File: src/rtl/wndt_pkg.sv
package wndt_pkg;

    localparam int SLOT_W        = 4;
    localparam int COUNT_W       = 5;
    localparam int ID_W          = 31;
    localparam int DUR_W         = 48;
    localparam int CFG_W         = 5;
    localparam int MAX_SLOTS_DEF = 16;
    localparam int MAX_KEPT_RST  = 16;

    localparam logic KIND_OFFER = 1'b0;
    localparam logic KIND_CLEAR = 1'b1;

    typedef logic [DUR_W-1:0] t_dur;
    typedef logic [ID_W-1:0]  t_id;

endpackage

File: src/rtl/worst_n_duration_tracker_top.sv
// sequence: decide, then output, when nothing is stored; decide, write,
// minimum rescan (one table read per slot) and output when the event is
// stored; the rescan runs through the single read port of the slot table
// and no new request is taken until the result has left the output state
// reset: synchronous, active low; count and minimum slot cleared, max_kept
// set to 16, table contents left as they are and never used before written
module worst_n_duration_tracker_top import wndt_pkg::*; #(
    parameter int MAX_SLOTS = MAX_SLOTS_DEF
) (
    input  logic               i_clk,
    input  logic               i_rst_n,
    input  logic               i_cfg_valid,
    output logic               o_cfg_ready,
    input  logic [CFG_W-1:0]   i_cfg_data,
    input  logic               i_in_valid,
    output logic               o_in_stall,
    input  logic               i_kind,
    input  t_id                i_event_id,
    input  t_dur               i_event_duration,
    output logic               o_out_valid,
    input  logic               i_out_stall,
    output logic               o_taken,
    output logic [SLOT_W-1:0]  o_slot_written,
    output logic               o_evicted_valid,
    output t_id                o_evicted_id,
    output logic [COUNT_W-1:0] o_kept_count,
    output logic [SLOT_W-1:0]  o_min_slot,
    output t_dur               o_min_duration
);

    localparam int IDX_W = (MAX_SLOTS > 1) ? $clog2(MAX_SLOTS) : 1;
    localparam int CNT_W = $clog2(MAX_SLOTS + 1);

    logic [CFG_W-1:0] r_max_kept;
    logic [CNT_W-1:0] limit;

    logic             mem_we;
    logic [IDX_W-1:0] mem_waddr;
    t_dur             mem_wdur;
    t_id              mem_wid;
    logic [IDX_W-1:0] mem_raddr;
    t_dur             mem_rdur;
    t_id              mem_rid;

    assign o_cfg_ready = 1'b1;

    always_ff @(posedge i_clk) begin
        if (!i_rst_n) begin
            r_max_kept <= CFG_W'(MAX_KEPT_RST);
        end else if (i_cfg_valid && o_cfg_ready) begin
            r_max_kept <= i_cfg_data;
        end
    end

    // limit saturates at the table depth
    assign limit = (int'(r_max_kept) > MAX_SLOTS) ? CNT_W'(MAX_SLOTS) : CNT_W'(r_max_kept);

    wndt_ctrl #(
        .MAX_SLOTS (MAX_SLOTS),
        .IDX_W     (IDX_W),
        .CNT_W     (CNT_W)
    ) u_ctrl (
        .i_clk            (i_clk),
        .i_rst_n          (i_rst_n),
        .i_limit          (limit),
        .i_in_valid       (i_in_valid),
        .o_in_stall       (o_in_stall),
        .i_kind           (i_kind),
        .i_event_id       (i_event_id),
        .i_event_duration (i_event_duration),
        .o_out_valid      (o_out_valid),
        .i_out_stall      (i_out_stall),
        .o_taken          (o_taken),
        .o_slot_written   (o_slot_written),
        .o_evicted_valid  (o_evicted_valid),
        .o_evicted_id     (o_evicted_id),
        .o_kept_count     (o_kept_count),
        .o_min_slot       (o_min_slot),
        .o_min_duration   (o_min_duration),
        .o_mem_we         (mem_we),
        .o_mem_waddr      (mem_waddr),
        .o_mem_wdur       (mem_wdur),
        .o_mem_wid        (mem_wid),
        .o_mem_raddr      (mem_raddr),
        .i_mem_rdur       (mem_rdur),
        .i_mem_rid        (mem_rid)
    );

    wndt_table #(
        .MAX_SLOTS (MAX_SLOTS),
        .IDX_W     (IDX_W)
    ) u_table (
        .i_clk   (i_clk),
        .i_we    (mem_we),
        .i_waddr (mem_waddr),
        .i_wdur  (mem_wdur),
        .i_wid   (mem_wid),
        .i_raddr (mem_raddr),
        .o_rdur  (mem_rdur),
        .o_rid   (mem_rid)
    );

endmodule

File: src/rtl/wndt_table.sv
module wndt_table import wndt_pkg::*; #(
    parameter int MAX_SLOTS = MAX_SLOTS_DEF,
    parameter int IDX_W     = (MAX_SLOTS > 1) ? $clog2(MAX_SLOTS) : 1
) (
    input  logic             i_clk,
    input  logic             i_we,
    input  logic [IDX_W-1:0] i_waddr,
    input  t_dur             i_wdur,
    input  t_id              i_wid,
    input  logic [IDX_W-1:0] i_raddr,
    output t_dur             o_rdur,
    output t_id              o_rid
);

    t_dur r_dur [MAX_SLOTS];
    t_id  r_id  [MAX_SLOTS];
    t_dur r_q_dur;
    t_id  r_q_id;

    always_ff @(posedge i_clk) begin
        if (i_we) begin
            r_dur[i_waddr] <= i_wdur;
            r_id[i_waddr]  <= i_wid;
        end
        r_q_dur <= r_dur[i_raddr];
        r_q_id  <= r_id[i_raddr];
    end

    assign o_rdur = r_q_dur;
    assign o_rid  = r_q_id;

endmodule

File: src/rtl/wndt_ctrl.sv
module wndt_ctrl import wndt_pkg::*; #(
    parameter int MAX_SLOTS = MAX_SLOTS_DEF,
    parameter int IDX_W     = (MAX_SLOTS > 1) ? $clog2(MAX_SLOTS) : 1,
    parameter int CNT_W     = $clog2(MAX_SLOTS + 1)
) (
    input  logic               i_clk,
    input  logic               i_rst_n,
    input  logic [CNT_W-1:0]   i_limit,
    input  logic               i_in_valid,
    output logic               o_in_stall,
    input  logic               i_kind,
    input  t_id                i_event_id,
    input  t_dur               i_event_duration,
    output logic               o_out_valid,
    input  logic               i_out_stall,
    output logic               o_taken,
    output logic [SLOT_W-1:0]  o_slot_written,
    output logic               o_evicted_valid,
    output t_id                o_evicted_id,
    output logic [COUNT_W-1:0] o_kept_count,
    output logic [SLOT_W-1:0]  o_min_slot,
    output t_dur               o_min_duration,
    output logic               o_mem_we,
    output logic [IDX_W-1:0]   o_mem_waddr,
    output t_dur               o_mem_wdur,
    output t_id                o_mem_wid,
    output logic [IDX_W-1:0]   o_mem_raddr,
    input  t_dur               i_mem_rdur,
    input  t_id                i_mem_rid
);

    localparam logic [2:0] ST_IDLE   = 3'd0;
    localparam logic [2:0] ST_DECIDE = 3'd1;
    localparam logic [2:0] ST_WRITE  = 3'd2;
    localparam logic [2:0] ST_SCAN   = 3'd3;
    localparam logic [2:0] ST_OUT    = 3'd4;

    logic [2:0]       r_state, n_state;
    logic [CNT_W-1:0] r_count, n_count;
    logic [IDX_W-1:0] r_short, n_short;
    t_dur             r_min_dur, n_min_dur;
    logic [CNT_W-1:0] r_issue, n_issue;
    logic             r_cmp_vld, n_cmp_vld;
    logic [IDX_W-1:0] r_cmp_idx, n_cmp_idx;
    logic             r_kind, n_kind;
    t_id              r_id, n_id;
    t_dur             r_dur, n_dur;
    logic             r_taken, n_taken;
    logic [IDX_W-1:0] r_slot, n_slot;
    logic             r_evict, n_evict;
    t_id              r_ev_id, n_ev_id;

    logic             over;
    logic [CNT_W-1:0] cnt_eff;
    logic [IDX_W-1:0] sh_eff;
    logic             accept;
    logic [IDX_W-1:0] slot_sel;

    // a limit below the count empties the table before the offer
    assign over    = i_limit < r_count;
    assign cnt_eff = over ? '0 : r_count;
    assign sh_eff  = over ? '0 : r_short;
    assign accept  = (cnt_eff == '0) || (r_min_dur == '0) || (r_dur > r_min_dur);
    assign slot_sel = (cnt_eff < i_limit) ? cnt_eff[IDX_W-1:0] : sh_eff;

    always_comb begin
        n_state   = r_state;
        n_count   = r_count;
        n_short   = r_short;
        n_min_dur = r_min_dur;
        n_issue   = r_issue;
        n_cmp_vld = r_cmp_vld;
        n_cmp_idx = r_cmp_idx;
        n_kind    = r_kind;
        n_id      = r_id;
        n_dur     = r_dur;
        n_taken   = r_taken;
        n_slot    = r_slot;
        n_evict   = r_evict;
        n_ev_id   = r_ev_id;
        o_mem_we  = 1'b0;
        o_mem_raddr = sh_eff;

        case (r_state)
            ST_IDLE: begin
                if (i_in_valid) begin
                    n_kind  = i_kind;
                    n_id    = i_event_id;
                    n_dur   = i_event_duration;
                    n_state = ST_DECIDE;
                end
            end
            ST_DECIDE: begin
                // read of the minimum slot goes out here for a possible eviction
                n_taken = 1'b0;
                n_slot  = '0;
                n_evict = 1'b0;
                n_ev_id = '0;
                if (r_kind == KIND_CLEAR) begin
                    n_count = '0;
                    n_short = '0;
                    n_state = ST_OUT;
                end else if ((i_limit == '0) || !accept) begin
                    n_count = cnt_eff;
                    n_short = sh_eff;
                    n_state = ST_OUT;
                end else begin
                    n_taken = 1'b1;
                    n_slot  = slot_sel;
                    n_short = sh_eff;
                    if (cnt_eff < i_limit) begin
                        n_count = cnt_eff + CNT_W'(1);
                    end else begin
                        n_count = cnt_eff;
                        n_evict = 1'b1;
                    end
                    // running minimum starts at the current minimum slot
                    if (slot_sel == sh_eff) begin
                        n_min_dur = r_dur;
                    end
                    n_state = ST_WRITE;
                end
            end
            ST_WRITE: begin
                o_mem_we = 1'b1;
                if (r_evict) begin
                    n_ev_id = i_mem_rid;
                end
                n_issue   = '0;
                n_cmp_vld = 1'b0;
                n_state   = ST_SCAN;
            end
            ST_SCAN: begin
                o_mem_raddr = r_issue[IDX_W-1:0];
                if (r_issue < r_count) begin
                    n_issue   = r_issue + CNT_W'(1);
                    n_cmp_vld = 1'b1;
                    n_cmp_idx = r_issue[IDX_W-1:0];
                end else begin
                    n_cmp_vld = 1'b0;
                end
                // move only on a strictly shorter duration
                if (r_cmp_vld && (i_mem_rdur < r_min_dur)) begin
                    n_short   = r_cmp_idx;
                    n_min_dur = i_mem_rdur;
                end
                if (!r_cmp_vld && (r_issue == r_count)) begin
                    n_state = ST_OUT;
                end
            end
            ST_OUT: begin
                if (!i_out_stall) begin
                    n_state = ST_IDLE;
                end
            end
            default: begin
                n_state = ST_IDLE;
            end
        endcase
    end

    always_ff @(posedge i_clk) begin
        if (!i_rst_n) begin
            r_state   <= ST_IDLE;
            r_count   <= '0;
            r_short   <= '0;
            r_cmp_vld <= 1'b0;
        end else begin
            r_state   <= n_state;
            r_count   <= n_count;
            r_short   <= n_short;
            r_cmp_vld <= n_cmp_vld;
        end
    end

    always_ff @(posedge i_clk) begin
        r_min_dur <= n_min_dur;
        r_issue   <= n_issue;
        r_cmp_idx <= n_cmp_idx;
        r_kind    <= n_kind;
        r_id      <= n_id;
        r_dur     <= n_dur;
        r_taken   <= n_taken;
        r_slot    <= n_slot;
        r_evict   <= n_evict;
        r_ev_id   <= n_ev_id;
    end

    assign o_in_stall  = (r_state != ST_IDLE);
    assign o_out_valid = (r_state == ST_OUT);

    assign o_mem_waddr = r_slot;
    assign o_mem_wdur  = r_dur;
    assign o_mem_wid   = r_id;

    assign o_taken         = r_taken;
    assign o_slot_written  = SLOT_W'(r_slot);
    assign o_evicted_valid = r_evict;
    assign o_evicted_id    = r_ev_id;
    assign o_kept_count    = COUNT_W'(r_count);
    assign o_min_slot      = (r_count != '0) ? SLOT_W'(r_short) : '0;
    assign o_min_duration  = (r_count != '0) ? r_min_dur : '0;

endmodule
File: config.mk
export PLATFORM = sky130hd
export DESIGN_NAME = worst_n_duration_tracker_top
export DESIGN_NICKNAME = d
export VERILOG_FILES = /design/src/rtl/wndt_pkg.sv /design/src/rtl/worst_n_duration_tracker_top.sv /design/src/rtl/wndt_table.sv /design/src/rtl/wndt_ctrl.sv
export SDC_FILE = /design/constraint.sdc
export NUM_CORES = 2
export LEC_CHECK = 0
export BUFFER_PORTS_ARGS = -buffer_cell sky130_fd_sc_hd__buf_2
export CAP_MARGIN = 20
export CORE_MARGIN = 2
export CORE_UTILIZATION = 62
export CTS_CLUSTER_SIZE = 30
export DETAILED_ROUTE_END_ITERATION = 12
export PLACE_DENSITY = 0.87
export SLEW_MARGIN = 20
export SYNTH_ARGS = -nofsm -noshare
export SYNTH_HDL_FRONTEND = slang
export SYNTH_SLANG_ARGS = --single-unit
File: constraint.sdc
create_clock -name i_clk -period 10.2 [get_ports i_clk]
set_input_delay 0.51 -clock i_clk [delete_from_list [all_inputs] [get_ports i_clk]]
set_output_delay 0.51 -clock i_clk [all_outputs]
set_load 0.05 [all_outputs]
==> out/summary.md <==
The setup slack after placement is 5052 ps, and the flop and latch count out of synthesis is 1535. The biggest area contributor in the post-synthesis netlist is sky130_fd_sc_hd__edfxtp_1. The floorplan step set the die height to 321.5 µm.

Post-synthesis cell area: 62480 µm². The number of antenna diodes came out at 0. The first-iteration detailed-routing DRC count came out at 3588.

The first global-routing pass estimated 211.4 mm of wire. The logs give 0 for the post-CTS resize count and 27.73% for the total routing usage reported by global routing. VDD sags by at most 0.1440 mV.

The final critical path takes up 52.69% of the cycle. The setup-violating endpoint count in the final report was 0; the effective utilization at floorplan was 62.48%. The compound-cell area share of the yosys netlist came out at 1.344%.

Across all setup checks in the final design, the least slack found is 4826 ps. Synthesis produced a netlist whose cell count is 3625. Once detail routing completed, the nets flagged for antenna violations numbered 0.

The count of unique library cells instantiated by Yosys is 54, and the HPWL reported at the end of detailed placement is 72.17 mm. The die covers 103300 µm². The worst-skew pair later-pin latency is 780 ps, and the wire length per cell after detailed routing is 26.77 µm. The number of instances on the worst hold path works out to 3. After detailed routing, the number of remaining DRC violations is 0. Summing the areas of all xor and xnor instances in the mapped netlist gives 0.09812% of the synthesized area.

Final count of hold timing violations: 0. The largest fanout on the critical path works out to 48. The site row count is 116. TritonCTS built the clock tree.

After routing, the total negative slack on setup checks comes to 0 ps. The worst min-delay path class was in -> reg. In the routed layout, each cell is associated on average with a via count of 6.312. The data arrival time of the critical path was 5790 ps. The via count of the first global-routing pass was 34075. The run finished with clean final reports. The total CTS buffers came out at 148.

In this run the critical register-to-register path is captured at u_ctrl.r_min_dur[15]. The leading register cell type out of synthesis is sky130_fd_sc_hd__edfxtp_1. STA classifies the critical path endpoint as a flop. The fraction of synthesized cell area taken by the top area cell type is 69.11%. After Yosys synthesis, full adders, half adders and majority gates account for 2.223% of the synthesized area. The number of pins exceeding their max-slew limit in the final report is 0, and the post-route worst hold slack is 32.82 ps.

The critical path is of the reg -> reg type. Mean post-synth cell area: 17.24 µm². Pin count of the biggest net entering global routing: 159.

The share of final-layout standard cells stronger than drive strength 1 was 12.29%. The worst register-to-register path begins at r_max_kept[4]. Setup repair after global routing left no endpoint under its margin.

STA classifies the critical path startpoint as a flop. The run gives 2 as the initial antenna violation count. The slew of the pin with the lowest slew margin is 1278 ps. For flop-to-flop paths, the worst setup slack is 4830 ps. The total power consumption of the routed design is 13.29 mW, and the number of cells on the worst reg-to-reg path is 17. The net count of the finished layout was 4146; the worst-case headroom to the max-slew limit was 14.77%. For the max-cap check violation count, the log shows 0. 187 I/O pins were placed. For this run, the top clock speed supported by timing is 0.1861 GHz. Counting flops with an async set or reset pin after synthesis yields a share of 0%. The total nets after synthesis was 3826. After clock tree synthesis, the clock-pin slew on the worst setup and hold paths is 60 ps. Of the total synthesized cell area, the portion taken by AND, OR, NAND and NOR gates is 3.256%. The count of synthesis-stage warnings from yosys is 0. The logs give 0.9016 for the placer's final routability congestion estimate and 10610 ps for the required time at the endpoint of the critical path.

The region available for standard cell placement spans 100000 µm². The clock period could shrink to 5374 ps. The iteration count of the initial detailed-routing pass was 6.

Commonest non-fill, non-tap cell in the layout: sky130_fd_sc_hd__edfxtp_1. Count of vias placed by the detailed router: 33875. Dominant combinational cell family by area after synthesis: multiplexers. The count of flip-flops with a built-in enable after synthesis is 1438. The cell area power density came out at 187.9 nW/µm². By area the synthesized netlist is led by sky130_fd_sc_hd__edfxtp_1 69%, sky130_fd_sc_hd__mux2i_1 19%, sky130_fd_sc_hd__dfxtp_1 3.1%. The number of levels the H-tree was split into is 4, and the multiplexer fraction of the synthesized cell area is 19.10%. For the number of buffers between clock root and the deepest sink, the log shows 3.

The worst hold path terminates at r_max_kept[2]. The number of clock sinks seen by CTS was 1535; the portion of the post-synthesis area used by sequential elements was 72.22%. Hold path startpoint: i_cfg_data[2]. The floorplan step set the die width to 321.5 µm.

The final layout contains routed wiring with a total length of 143.7 mm. The tree is rooted in a sky130_fd_sc_hd__clkbuf_16. In the layout the commonest cells are 1438 x sky130_fd_sc_hd__edfxtp_1, 1192 x sky130_fd_sc_hd__mux2i_1, 185 x sky130_fd_sc_hd__buf_2. The analysis attributes to cell leakage a power of 27.02 nW. Summed over all layers, the global routing overflow is 0. The synthesis-to-finish area growth came out at 13.24%. Across the routed clock network, the largest skew measured is 24.98 ps.

During placement, the flow inserted port buffers numbering 185.
## metal layers
layer,global-route usage (%),vias up,share of wire (%)
met5,0,-,0.0090
met4,11.12,2,3.7
met3,5.451,341,8.8
met2,45.76,1795,49
met1,36.51,17150,38
li1,-,14587,-
## metrics by stage
stage	cells	util (%)	instance area (µm²)
after global routing	5367	70.75	70750
final	5367	70.75	70750
after floorplan	3625	-	62480
after CTS	5366	70.73	70730
after detailed placement	5010	64.96	64960
after global placement	5009	64.94	64940
## state kept, by name, indices dropped and copies added, names as in the netlist
| signal | flops |
|---|---|
| u_ctrl.o_evicted_id | 31 |
| r_max_kept | 5 |
| u_ctrl.r_cmp_idx | 4 |
| u_ctrl.o_taken | 1 |
| u_ctrl.r_cmp_vld | 1 |
| u_ctrl.o_mem_waddr | 4 |
| u_ctrl.o_evicted_valid | 1 |
| u_ctrl.r_short | 4 |
| u_ctrl.o_mem_wdur | 48 |
| u_ctrl.r_kind | 1 |
| u_table.o_rid | 31 |
| u_table.o_rdur | 48 |
| u_ctrl.r_state | 3 |
| u_ctrl.o_mem_wid | 31 |
| u_ctrl.r_issue | 5 |
| u_ctrl.o_kept_count | 5 |
| u_table.r_id | 496 |
| u_ctrl.r_min_dur | 48 |
| u_table.r_dur | 768 |
## worst max-delay path, cell delays in order, from the launching register on
cell	delay, ps
sky130_fd_sc_hd__dfxtp_1	390
sky130_fd_sc_hd__inv_1	120
sky130_fd_sc_hd__nand2_1	120
sky130_fd_sc_hd__inv_1	50
sky130_fd_sc_hd__ha_1	260
sky130_fd_sc_hd__o211ai_1	190
sky130_fd_sc_hd__a31oi_1	70
sky130_fd_sc_hd__nand2b_1	220
sky130_fd_sc_hd__a21oi_1	940
sky130_fd_sc_hd__nor2_1	220
sky130_fd_sc_hd__ha_1	380
sky130_fd_sc_hd__a21o_1	170
sky130_fd_sc_hd__a211oi_1	290
sky130_fd_sc_hd__nand3_1	140
sky130_fd_sc_hd__o21a_1	300
sky130_fd_sc_hd__o311ai_0	600
sky130_fd_sc_hd__a21oi_4	110
sky130_fd_sc_hd__buf_4	400
## synthesized netlist by cell type, drive strengths merged, types with 9 or more instances
library cell	n
nor2	44
a21oi	42
buf	114
o21ai	23
mux2i	1192
edfxtp	1438
nor3	16
inv	76
nor4	16
ha	111
nand3	20
nor2b	9
dfxtp	97
and2	85
a21o	13
clkbuf	43
nand2	181
nand4	18
nand2b	9
## cell type report
type                       count  area [µm²]
tap                         1298        1624
clock buffer                 203        4153
sequential                  1535       45120
inverter                      76       285.3
fill                        5804       29250
multi-input combinational   1857       16470
timing repair buffer         327        2310
clock inverter                71       790.8
## worst max path at each step
stage | startpoint | cells after the start | end
finish | r_max_kept[4] | 17 | u_ctrl.r_min_dur[15]
global route | r_max_kept[4] | 17 | u_ctrl.r_min_dur[6]
CTS | r_max_kept[4] | 17 | u_ctrl.r_min_dur[6]
detailed placement | r_max_kept[4] | 17 | u_ctrl.r_min_dur[13]
global placement | r_max_kept[4] | 17 | u_ctrl.r_min_dur[6]
floorplan | u_ctrl.r_state[2] | 4 | u_table.r_dur[3][0]
## where the power goes
| group | switching, mW | internal (mW) |
|---|---|---|
| logic | 0.356 | 0.173 |
| clock network | 2.37 | 3.17 |
| registers | 0.166 | 7.06 |
| total | 2.89 | 10.4 |
## logic make-up (layout without fill, tap and decap cells)
kind of cell	after synthesis	after routing
buf+inv	233	677
compound gates	127	127
simple gates	419	419
other cells	1	1
flops	1535	1535
fa+ha+maj	111	111
mux	1192	1192
xor+xnor	7	7
## timing repair
item | in CTS | in global routing
endpoints found under the hold margin | 82 | 0
setup endpoints to repair | 0 | 0
buffers inserted | 0 | 0
hold buffers | 82 | 0
Note: power is estimated with default switching activity, not from simulation.
